### src/pme_pkg.sv
`timescale 1ns / 1ps
package pme_pkg;

  localparam int MAX_NODES   = 32;
  localparam int MAX_EDGES   = 512;
  localparam int WEIGHT_BITS = 16;

  // fixed field widths of the channels
  localparam int NODE_W  = 5;
  localparam int WGT_W   = 16;
  localparam int NCNT_W  = 6;

  localparam int CNT_W   = $clog2(MAX_EDGES + 1);
  localparam int ADDR_W  = (MAX_EDGES > 1) ? $clog2(MAX_EDGES) : 1;
  localparam int EDGE_W  = 2 * NODE_W + WEIGHT_BITS;
  localparam int VIS_W   = 1 << NODE_W;
  localparam int PADDR_W = 3;
  localparam int PDATA_W = 32;

  localparam logic [NCNT_W-1:0] NODE_CNT_RST = NCNT_W'(8);
  localparam logic [NCNT_W-1:0] NODE_CNT_MAX = NCNT_W'(MAX_NODES);

  // microprogram step addresses
  localparam int PC_W = 4;
  localparam logic [PC_W-1:0] S_IDLE  = 4'd0;
  localparam logic [PC_W-1:0] S_INIT  = 4'd1;
  localparam logic [PC_W-1:0] S_SSTRT = 4'd2;
  localparam logic [PC_W-1:0] S_SCAN  = 4'd3;
  localparam logic [PC_W-1:0] S_DRAIN = 4'd4;
  localparam logic [PC_W-1:0] S_CHECK = 4'd5;
  localparam logic [PC_W-1:0] S_TAKE  = 4'd6;
  localparam logic [PC_W-1:0] S_NEXT  = 4'd7;
  localparam logic [PC_W-1:0] S_FLUSH = 4'd8;
  localparam logic [PC_W-1:0] S_END   = 4'd9;

  typedef enum logic [3:0] {
    C_NEVER,
    C_ALWAYS,
    C_NOT_LAST_IN,
    C_NO_ROUNDS,
    C_NO_EDGES,
    C_MORE_READS,
    C_NOT_FOUND,
    C_TAKE_STALL,
    C_MORE_ROUNDS,
    C_OUT_BUSY
  } cond_e;

  typedef struct packed {
    logic in_en;
    logic init;
    logic scan_clr;
    logic rd;
    logic take;
    logic flush;
  } act_t;

  typedef struct packed {
    act_t             act;
    cond_e            cond;
    logic [PC_W-1:0]  target;
  } uword_t;

  typedef struct packed {
    logic last_in;
    logic no_rounds;
    logic no_edges;
    logic more_reads;
    logic not_found;
    logic take_stall;
    logic more_rounds;
    logic out_busy;
  } stat_t;

  localparam act_t A_NONE  = '{in_en: 1'b0, init: 1'b0, scan_clr: 1'b0,
                               rd: 1'b0, take: 1'b0, flush: 1'b0};

  function automatic uword_t ucode(input logic [PC_W-1:0] pc);
    uword_t w;
    w = '{act: A_NONE, cond: C_NEVER, target: S_IDLE};
    unique case (pc)
      S_IDLE: begin
        w.act.in_en = 1'b1;
        w.cond      = C_NOT_LAST_IN;
        w.target    = S_IDLE;
      end
      S_INIT: begin
        w.act.init = 1'b1;
        w.cond     = C_NO_ROUNDS;
        w.target   = S_FLUSH;
      end
      S_SSTRT: begin
        w.act.scan_clr = 1'b1;
        w.cond         = C_NO_EDGES;
        w.target       = S_CHECK;
      end
      S_SCAN: begin
        w.act.rd = 1'b1;
        w.cond   = C_MORE_READS;
        w.target = S_SCAN;
      end
      S_DRAIN: begin
        w.cond   = C_NEVER;
      end
      S_CHECK: begin
        w.cond   = C_NOT_FOUND;
        w.target = S_FLUSH;
      end
      S_TAKE: begin
        w.act.take = 1'b1;
        w.cond     = C_TAKE_STALL;
        w.target   = S_TAKE;
      end
      S_NEXT: begin
        w.cond   = C_MORE_ROUNDS;
        w.target = S_SSTRT;
      end
      S_FLUSH: begin
        w.act.flush = 1'b1;
        w.cond      = C_OUT_BUSY;
        w.target    = S_FLUSH;
      end
      S_END: begin
        w.cond   = C_ALWAYS;
        w.target = S_IDLE;
      end
      default: begin
        w.cond   = C_ALWAYS;
        w.target = S_IDLE;
      end
    endcase
    return w;
  endfunction

endpackage

### src/pme_seq.sv
`timescale 1ns / 1ps
module pme_seq import pme_pkg::*; (
  input  logic  clk_i,
  input  logic  rst_ni,
  input  stat_t stat_i,
  output act_t  act_o
);

  logic [PC_W-1:0] pc_q, pc_d;
  uword_t          uw;
  logic            jump;

  assign uw    = ucode(pc_q);
  assign act_o = uw.act;

  always_comb begin
    unique case (uw.cond)
      C_NEVER:       jump = 1'b0;
      C_ALWAYS:      jump = 1'b1;
      C_NOT_LAST_IN: jump = !stat_i.last_in;
      C_NO_ROUNDS:   jump = stat_i.no_rounds;
      C_NO_EDGES:    jump = stat_i.no_edges;
      C_MORE_READS:  jump = stat_i.more_reads;
      C_NOT_FOUND:   jump = stat_i.not_found;
      C_TAKE_STALL:  jump = stat_i.take_stall;
      C_MORE_ROUNDS: jump = stat_i.more_rounds;
      C_OUT_BUSY:    jump = stat_i.out_busy;
      default:       jump = 1'b1;
    endcase
    pc_d = jump ? uw.target : pc_q + PC_W'(1);
  end

  always_ff @(posedge clk_i or negedge rst_ni) begin
    if (!rst_ni) begin
      pc_q <= S_IDLE;
    end else begin
      pc_q <= pc_d;
    end
  end

endmodule

### config.mk
export PLATFORM = sky130hd
export DESIGN_NAME = pme_seq
export DESIGN_NICKNAME = d
export VERILOG_FILES = /design/src/pme_pkg.sv /design/src/pme_seq.sv
export SDC_FILE = /design/constraint.sdc
export NUM_CORES = 1
export LEC_CHECK = 0
export ABC_AREA = 1
export BUFFER_PORTS_ARGS = -buffer_cell sky130_fd_sc_hd__buf_2
export CAP_MARGIN = 20
export CORE_AREA = 2 2 39 41
export DETAILED_ROUTE_END_ITERATION = 8
export DIE_AREA = 0 0 41 43
export PLACE_DENSITY = 0.74
export SETUP_SLACK_MARGIN = 0.5
export SLEW_MARGIN = 25
export SYNTH_ARGS = -nofsm -noshare
export SYNTH_HDL_FRONTEND = slang
export SYNTH_SLANG_ARGS = --single-unit
export TNS_END_PERCENT = 10
### constraint.sdc
create_clock -name clk_i -period 1.9 [get_ports clk_i]
set_input_delay 0.38 -clock clk_i [delete_from_list [all_inputs] [get_ports clk_i]]
set_output_delay 0.38 -clock clk_i [all_outputs]
set_load 0.01 [all_outputs]
==> impl_metrics.csv, run 1 <==
group,metric,value,unit
die,core,0.00138,mm^2
synth,synth.cell_area,651,um^2
synth,async_flop_share,1.00,
sta,fin_skew,0.00621,ns
critical_path,required,2.01,ns
layout,biggestRegsByFlops,"pc_q: 4 flops",
global_route,grt_pass1_wl,2500,um
die,dieHeight,43,um
power,power.density,1930,mW/mm^2
clocking,cts_buffer_depth,2,
synth,synth_area_leader_cell,"nand2_1",
placed_design,pre_cts_ws,-0.00535,ns
layout,regMostFlops,"pc_q",
sta,fin_hold_ws,0.472,ns
critical_path,cpMostUsedCell,"nand2_1",
detailed_routing,wirelength,1690,um
sta,fin_crit,1.86,ns
critical_path,critPathKind,"reg -> reg",
clocking,htree_levels,1,
layout,finish.utilization,0.679,
detailed_routing,drc,0,
power,total_power,1810,uW
synth,ys_seq_area_frac,0.154,
critical_path,critPathTopFamily,"simple AND/OR/NAND/NOR gates",
layout,fillers,112,
flow_run,maxCapViolations,0,
layout,drive_above_1_share,0.445,
clocking,cts-root-buf,"clkbuf_4",
layout,multiInputGateArea,619,um^2
clocking,cts_setup_buffers,0,
detailed_routing,vias,757,
critical_path,setup.worst_path.end_class,"flop",
synth,ys_top_cells_by_area,"nand2_1, dfrtp_1, nand3_1",
global_route,grt_pass1_vias,675,
detailed_routing,drt_iter0_drc,20,
sta,hold_viol,0,
clocking,clock_sinks,4,
worst_hold_path,hold_path_class,"in -> async",
run_status,status,"finished, final reports clean",
synth,synth.distinct_cells,19,
critical_path,crit_path_cell_trace,"inv_4 -> ha_4 -> o21ai_4 -> nand3_2 -> nand2_4 -> nor2_2 -> nand3_1 -> nand2_1 -> nor2_1 -> nand3_2 -> nand2_1 -> nand2_1",
layout,area_delta_synth_final,44.4,%
sta,fin_crit_sh,0.980,
synth,synth_seq_cells,4,
layout,final_nets,144,
sta,tightest_slew,0.334,ns
synth,synth_most_common_cell,"nand2_1",
clocking,cts_tree,"done",
synth,synth_area_per_cell,5.97,um^2
layout,seq_area,104,um^2
critical_path,cpMaxStageDelayCell,"dfrtp_2",
critical_path,critPathLaunchType,"flop",
critical_path,arrival,1.97,ns
detailed_routing,postRouteAntennaNets,0,
detailed_routing,wl_per_cell,11.7,um
global_route,grt_max_degree,11,
clocking,path_clk_slew,0.04,ns
die,row_count,14,
synth,yosysWarningCount,0,
critical_path,path_depth,12,
critical_path,slowest_delay,0.45,ns
global_route,grt-ovfl-total,0,
die,start_util,0.470,
die,dieArea,0.00176,mm^2
die,io_pins,16,
sta,rsz0062_at_grt,"true",
clocking,numCtsBuffers,3,
sta,setup_slack,0.0388,ns
layout,n_antenna_cell,0,
placed_design,place_congestion,0.831,
synth,synth_fp_nets,123,
sta,setup_viol,0,
critical_path,crit_fanout,6,
die,die_x,41,um
synth,synth_edf_count,0,
sta,relSlewSlack,0.777,
detailed_routing,drt-vias-per-instance,5.26,
placed_design,hpwlAfterDp,1270,um
clocking,clk_latency,0.23,ns
placed_design,placed_cell_area,759,um^2
sta,max_freq,537,MHz
critical_path,r2r_cells,12,
detailed_routing,drtPass1Iterations,4,
placed_design,portBuffers,15,
power,p_leak,0.000517,uW
synth,synth_commonest_cells,"nand2_1, nand3_1, inv_1",
layout,design_area,940,um^2
global_route,antenna_found_initial,0,
synth,syn_inst,109,
synth,yosysTopAreaCellShare,0.167,
sta,slew_violations,0,
critical_path,critPathBufInv,1,
layout,largest_reg_flops,4,
global_route,track_usage,0.209,
synth,ys_dominant_reg_cell,"dfrtp_1",
power,vdd_drop_max,1240,uV
## what timing repair did
| action | CTS | global route |
|---|---|---|
| resized for setup | 9 | 28 |
| pin swaps | 1 | 8 |
| setup endpoints to repair | 10 | 10 |
| hold buffers | 1 | 0 |
| endpoints found under the hold margin | 4 | 0 |
## where the power goes
group,switching (uW),leakage (uW),internal [uW]
clock network,32.6,0.0000138,70.5
registers,88.3,0.0000475,130
logic,929,0.000455,564
## metal layers
layer,wire [um],track usage
met3,33,0.0314
met4,10,0.100
met2,961,0.381
met5,0,0
met1,680,0.210
## kinds of logic after synthesis
family                     after synthesis  share of synthesized area
AOI/OAI and AO/OA                        6                     0.0577
buffers and inverters                   18                      0.115
xor gates and xnor gates                 2                     0.0269
adders and majority gates                4                     0.0769
and+or+nand+nor                         75                      0.569
DFF                                      4                      0.154
## area by class of cell
type,instances,area share
Tap cell,16,0.0213
Clock buffer,3,0.0240
Inverter,17,0.0732
Sequential cell,4,0.111
Multi-Input combinational cell,87,0.659
Timing Repair Buffer,17,0.112
## final timing paths
path / start / to / slack [ns]
max: pc_q[0] / pc_q[3] / 0.04
max reg2reg: pc_q[0] / pc_q[3] / 0.04
max in group asynchronous: rst_ni / pc_q[2] / 1.29
min in group clk_i: stat_i[0] / pc_q[2] / 0.61
min reg2reg: pc_q[0] / pc_q[0] / 0.71
min: rst_ni / pc_q[1] / 0.47
## stage by stage
step / std cells / TNS [ns]
6_report: 144 / 0
5_1_grt: 144 / -0.328
4_1_cts: 144 / 0
3_5_place_dp: 140 / -0.0123
3_3_place_gp: 140 / 0
2_1_floorplan: 109 / 0
## layout by cell type (no fill, tap or decap)
cell	instances
a21oi_1	1
nand3_4	2
nand4_1	8
inv_2	5
nand2_2	4
dfrtp_1	1
ha_4	4
clkbuf_4	3
dfrtp_2	3
o21ai_4	2
buf_6	2
nor2_1	3
nor2_4	4
inv_4	2
buf_2	13
buf_4	1
inv_1	10
o21ai_2	1
nand3_1	17
o21ai_1	2
nand2_1	26
dlygate4sd3_1	1
nor2_2	5
nand3_2	2
xor2_1	2
nand2_4	4
(Power assumes the default switching activity.)
==> inputs of run 2 (changes only) <==
Settings changed: BUFFER_PORTS_ARGS -buffer_cell sky130_fd_sc_hd__buf_2 to -buffer_cell sky130_fd_sc_hd__clkbuf_2.
==> impl_metrics.csv, run 2 (synthesis gave the netlist of run 1 again) <==
group,metric,value,unit
detailed_routing,route.met3.wl,71,um
layout,biggestRegsByFlops,"pc_q: 4 flops",
die,dieHeight,43,um
detailed_routing,drt_iter0_drc,13,
clocking,numCtsBuffers,3,
detailed_routing,vias,800,
critical_path,critPathLaunchType,"flop",
critical_path,r2r_cells,10,
placed_design,place_congestion,0.887,
critical_path,arrival,1.94,ns
layout,largest_reg_flops,4,
power,power.share.sequential,0.119,
die,core,0.00138,mm^2
critical_path,cpMaxStageDelayCell,"dfrtp_2",
sta,max_freq,545,MHz
layout,area_delta_synth_final,39.4,%
placed_design,portBuffers,15,
layout,final_nets,146,
layout,mostFrequentLayoutCell,"nand2_1",
detailed_routing,topRoutingLayerUsed,"met4",
sta,tightest_slew,0.332,ns
layout,n_antenna_cell,0,
run_status,status,"finished, final reports clean",
clocking,cts-root-buf,"clkbuf_4",
flow_run,maxCapViolations,0,
global_route,grt_pass1_vias,689,
sta,hold_viol,0,
power,total_power,1790,uW
clocking,cts_buffer_depth,2,
sta,relSlewSlack,0.778,
critical_path,crit_fanout,5,
critical_path,r2r_end,"pc_q[0]",
clocking,clk_latency,0.24,ns
clocking,clock_sinks,4,
sta,setup_viol,0,
layout,mostFrequentLayoutCells,"nand2_1, nand3_1, inv_1, clkbuf_2, nand4_1",
detailed_routing,drtPass1Iterations,4,
global_route,grt-ovfl-total,0,
clocking,path_clk_slew,0.04,ns
die,row_count,14,
detailed_routing,wl_per_cell,11.9,um
layout,regMostFlops,"pc_q",
critical_path,ff2ff_setup_slack,0.07,ns
global_route,antenna_found_initial,0,
detailed_routing,routed-wl-met2,955,um
die,dieArea,0.00176,mm^2
worst_hold_path,hold_path_class,"in -> async",
sta,fin_crit,1.83,ns
critical_path,crit_path_cell_trace,"inv_4 -> ha_4 -> o21ai_4 -> nand2_2 -> nor2_2 -> nand4_1 -> nand3_1 -> nor2_2 -> nand3_1 -> nand2_1",
sta,slew_violations,0,
critical_path,setup.worst_path.end_class,"flop",
critical_path,required,2.01,ns
critical_path,critPathKind,"reg -> reg",
sta,fin_hold_ws,0.477,ns
global_route,track_usage,0.233,
detailed_routing,drc,0,
detailed_routing,wirelength,1730,um
clocking,htree_levels,1,
power,p_sw_frac,0.579,
power,p_leak,0.000523,uW
power,vdd_drop_max,910,uV
layout,drive_above_1_share,0.423,
layout,fillers,131,
layout,seq_area,104,um^2
sta,fin_crit_sh,0.966,
clocking,cts_tree,"done",
placed_design,dp.cells,141,
sta,setup_slack,0.0652,ns
die,start_util,0.470,
critical_path,r2r-start,"pc_q[0]",
sta,fin_skew,0.00764,ns
placed_design,pre_cts_ws,-0.00120,ns
detailed_routing,postRouteAntennaNets,0,
power,comb_power_share,0.822,
die,io_pins,16,
critical_path,slowest_delay,0.44,ns
detailed_routing,wl_met1,676,um
power,p_int,754,uW
global_route,grt_max_degree,11,
sta,tns,0,ns
placed_design,hpwlAfterDp,1330,um
die,die_x,41,um
power,p_sw,1040,uW
global_route,grt_pass1_wl,2850,um
detailed_routing,drt-vias-per-instance,5.48,
sta,rsz0062_at_grt,"true",
power,power.density,1980,mW/mm^2
layout,stdcell_count,146,
power,p_clk_frac,0.058,
layout,multiInputGateArea,587,um^2
[run 2: worst max-delay path by stage]
| stage | startpoint | endpoint | cells after the start |
|---|---|---|---|
| after floorplan | pc_q[0] | pc_q[2] | 13 |
| after global placement | pc_q[0] | pc_q[0] | 13 |
| after detailed placement | pc_q[0] | pc_q[0] | 13 |
| after CTS | pc_q[0] | pc_q[0] | 12 |
| after global routing | pc_q[0] | pc_q[0] | 10 |
| final | pc_q[0] | pc_q[0] | 10 |
[run 2: area by class of cell]
| cell class | count | area share |
|---|---|---|
| clock buffers | 3 | 0.0248 |
| inverters | 17 | 0.0731 |
| well taps | 16 | 0.0221 |
| repair buffers | 19 | 0.119 |
| multi-input cells | 87 | 0.647 |
| flip-flops and latches | 4 | 0.114 |
[run 2: metrics by stage]
step                cell area [um^2]  utilization
floorplan                        668            -
global placement                 767        0.554
detailed placement               767        0.554
CTS                              883        0.638
global route                     907        0.656
finish                           907        0.656
[run 2: worst max-delay path, delay by kind of cell (launching register included)]
kind	cells	cell delay [ns]
compound gates	1	0.23
fa+ha+maj	1	0.20
buf+inv	1	0.08
flops	1	0.44
simple gates	7	0.76
[run 2: timing repair]
action | CTS | global route
hold buffers | 1 | 0
pin swaps | 5 | 9
endpoints found under the hold margin | 4 | 0
setup buffers | 1 | 0
setup endpoints to repair | 10 | 10
resized for setup | 18 | 10
[run 2: power groups by stage]
stage / logic [uW] / clock network [uW] / registers [uW]
floorplan: 996 / 0 / 159
global placement: 1230 / 0 / 180
detailed placement: 1250 / 0 / 182
CTS: 1410 / 110 / 207
global route: 1650 / 119 / 217
finish: 1470 / 104 / 214
[run 2: metal layers]
metal,global-route usage,vias up
li1,-,402
met1,0.258,374
met2,0.406,20
met3,0.0733,4
met4,0.0533,0
met5,0,-
==> inputs of run 3 (changes only) <==
Settings changed: RECOVER_POWER set to 100.
==> impl_metrics.csv, run 3 (synthesis gave the netlist of run 1 again) <==
group,metric,value,unit
detailed_routing,wirelength,1730,um
flow_run,maxCapViolations,0,
global_route,met3_usage,0.0733,
sta,rsz0062_at_grt,"true",
detailed_routing,postRouteAntennaNets,0,
global_route,use_met2,0.406,
placed_design,place_congestion,0.887,
clocking,cts-root-buf,"clkbuf_4",
power,p_clk_frac,0.058,
clocking,cts_buffer_depth,2,
layout,area_delta_synth_final,39.0,%
critical_path,critPathKind,"reg -> reg",
die,io_pins,16,
clocking,path_clk_slew,0.04,ns
critical_path,setup.worst_path.end_class,"flop",
layout,drive_above_1_share,0.408,
placed_design,portBuffers,15,
global_route,grt-ovfl-total,0,
power,power.density,1980,mW/mm^2
power,p_sw,1040,uW
global_route,grt_pass1_vias,689,
detailed_routing,drtPass1Iterations,4,
power,vdd_drop_max,909,uV
critical_path,crit_fanout,5,
layout,largest_reg_flops,4,
layout,final_nets,146,
die,row_count,14,
critical_path,arrival,1.94,ns
power,p_leak,0.000517,uW
sta,fin_crit,1.83,ns
sta,tns,0,ns
global_route,grt_max_degree,11,
detailed_routing,drt-vias-per-instance,5.48,
global_route,grt.busiest_layer,"met2",
clocking,clk_latency,0.24,ns
sta,fin_skew,0.00764,ns
die,dieHeight,43,um
placed_design,hpwlAfterDp,1330,um
worst_hold_path,hold_path_class,"in -> async",
layout,regMostFlops,"pc_q",
detailed_routing,wl_per_cell,11.9,um
global_route,antenna_found_initial,0,
layout,mostFrequentLayoutCell,"nand2_1",
sta,setup_viol,0,
die,core,0.00138,mm^2
layout,stdcell_count,146,
detailed_routing,drt_iter0_drc,13,
detailed_routing,drc,0,
sta,relSlewSlack,0.778,
sta,fin_crit_sh,0.966,
global_route,track_usage,0.233,
global_route,grtUsageMet1,0.258,
die,die_x,41,um
layout,n_antenna_cell,0,
global_route,grt_pass1_wl,2850,um
sta,tightest_slew,0.332,ns
clocking,clock_sinks,4,
clocking,htree_levels,1,
layout,mostFrequentLayoutCells,"nand2_1, nand3_1, inv_1",
run_status,status,"finished, final reports clean",
die,start_util,0.470,
clocking,cts_tree,"done",
power,power.share.sequential,0.119,
power,p_int,753,uW
placed_design,dp.cells,141,
power,p_sw_frac,0.580,
power,comb_power_share,0.822,
die,dieArea,0.00176,mm^2
sta,hold_viol,0,
critical_path,critPathLaunchType,"flop",
sta,max_freq,545,MHz
clocking,numCtsBuffers,3,
sta,slew_violations,0,
layout,biggestRegsByFlops,"pc_q: 4 flops",
critical_path,required,2.01,ns
detailed_routing,vias,800,
run 3: cell counts in the layout (fill, tap and decap cells not counted):
No cell type changed its count.
run 3: power groups by stage:
stage	Combinational [uW]	Clock, uW	Sequential, uW
after global placement	1230	0	180
after CTS	1410	110	207
final	1470	104	214
after global routing	1650	119	217
after floorplan	996	0	159
after detailed placement	1250	0	182
run 3: timing repair:
item                                   CTS  global route
setup endpoints to repair               10            10
endpoints found under the hold margin    4             0
resized for setup                       18            10
pin swaps                                5             9
setup buffers                            1             0
hold buffers                             1             0
run 3: stage by stage:
step	hold slack, ns	instance area, um^2	total power [uW]	utilization	setup WS, ns
after floorplan	0.0844	668	1160	-	0.252
after global placement	0.191	767	1410	0.554	0.0455
after detailed placement	0.190	767	1430	0.554	-0.00120
after CTS	0.470	883	1730	0.638	0.0773
after global routing	0.516	905	1990	0.654	-0.0747
final	0.494	905	1790	0.654	0.0652
run 3: per-layer routing:
| layer | up-vias | part of all wire |
|---|---|---|
| li1 | 402 | - |
| met3 | 4 | 0.041 |
| met2 | 20 | 0.55 |
| met4 | 0 | 0.017 |
| met1 | 374 | 0.39 |
| met5 | - | 0 |
run 3: critical path, stage by stage (launching register included):
cell	delay, ns
dfrtp_2	0.44
inv_4	0.08
ha_4	0.20
o21ai_4	0.23
nand2_2	0.13
nor2_2	0.16
nand4_1	0.13
nand3_1	0.12
nor2_2	0.06
nand3_1	0.09
nand2_1	0.07
run 3: path summary, 6_finish.rpt:
path | start | endpoint | slack, ns | cells after the start
setup / recovery | pc_q[0] | pc_q[0] | 0.07 | 10
hold / removal | rst_ni | pc_q[3] | 0.49 | 2
setup reg to reg | pc_q[0] | pc_q[0] | 0.07 | 10
hold reg to reg | pc_q[0] | pc_q[0] | 0.74 | 3
max in group asynchronous | rst_ni | pc_q[0] | 1.20 | 2
min in group clk_i | stat_i[0] | pc_q[2] | 0.58 | 6
run 3: final cells by class:
| type | instances | area, um^2 |
|---|---|---|
| multi-input cells | 87 | 587 |
| fillers | 131 | 479 |
| repair buffers | 19 | 105 |
| flip-flops and latches | 4 | 104 |
| inverters | 17 | 66.3 |
| clock buffers | 3 | 22.5 |
| well taps | 16 | 20.0 |
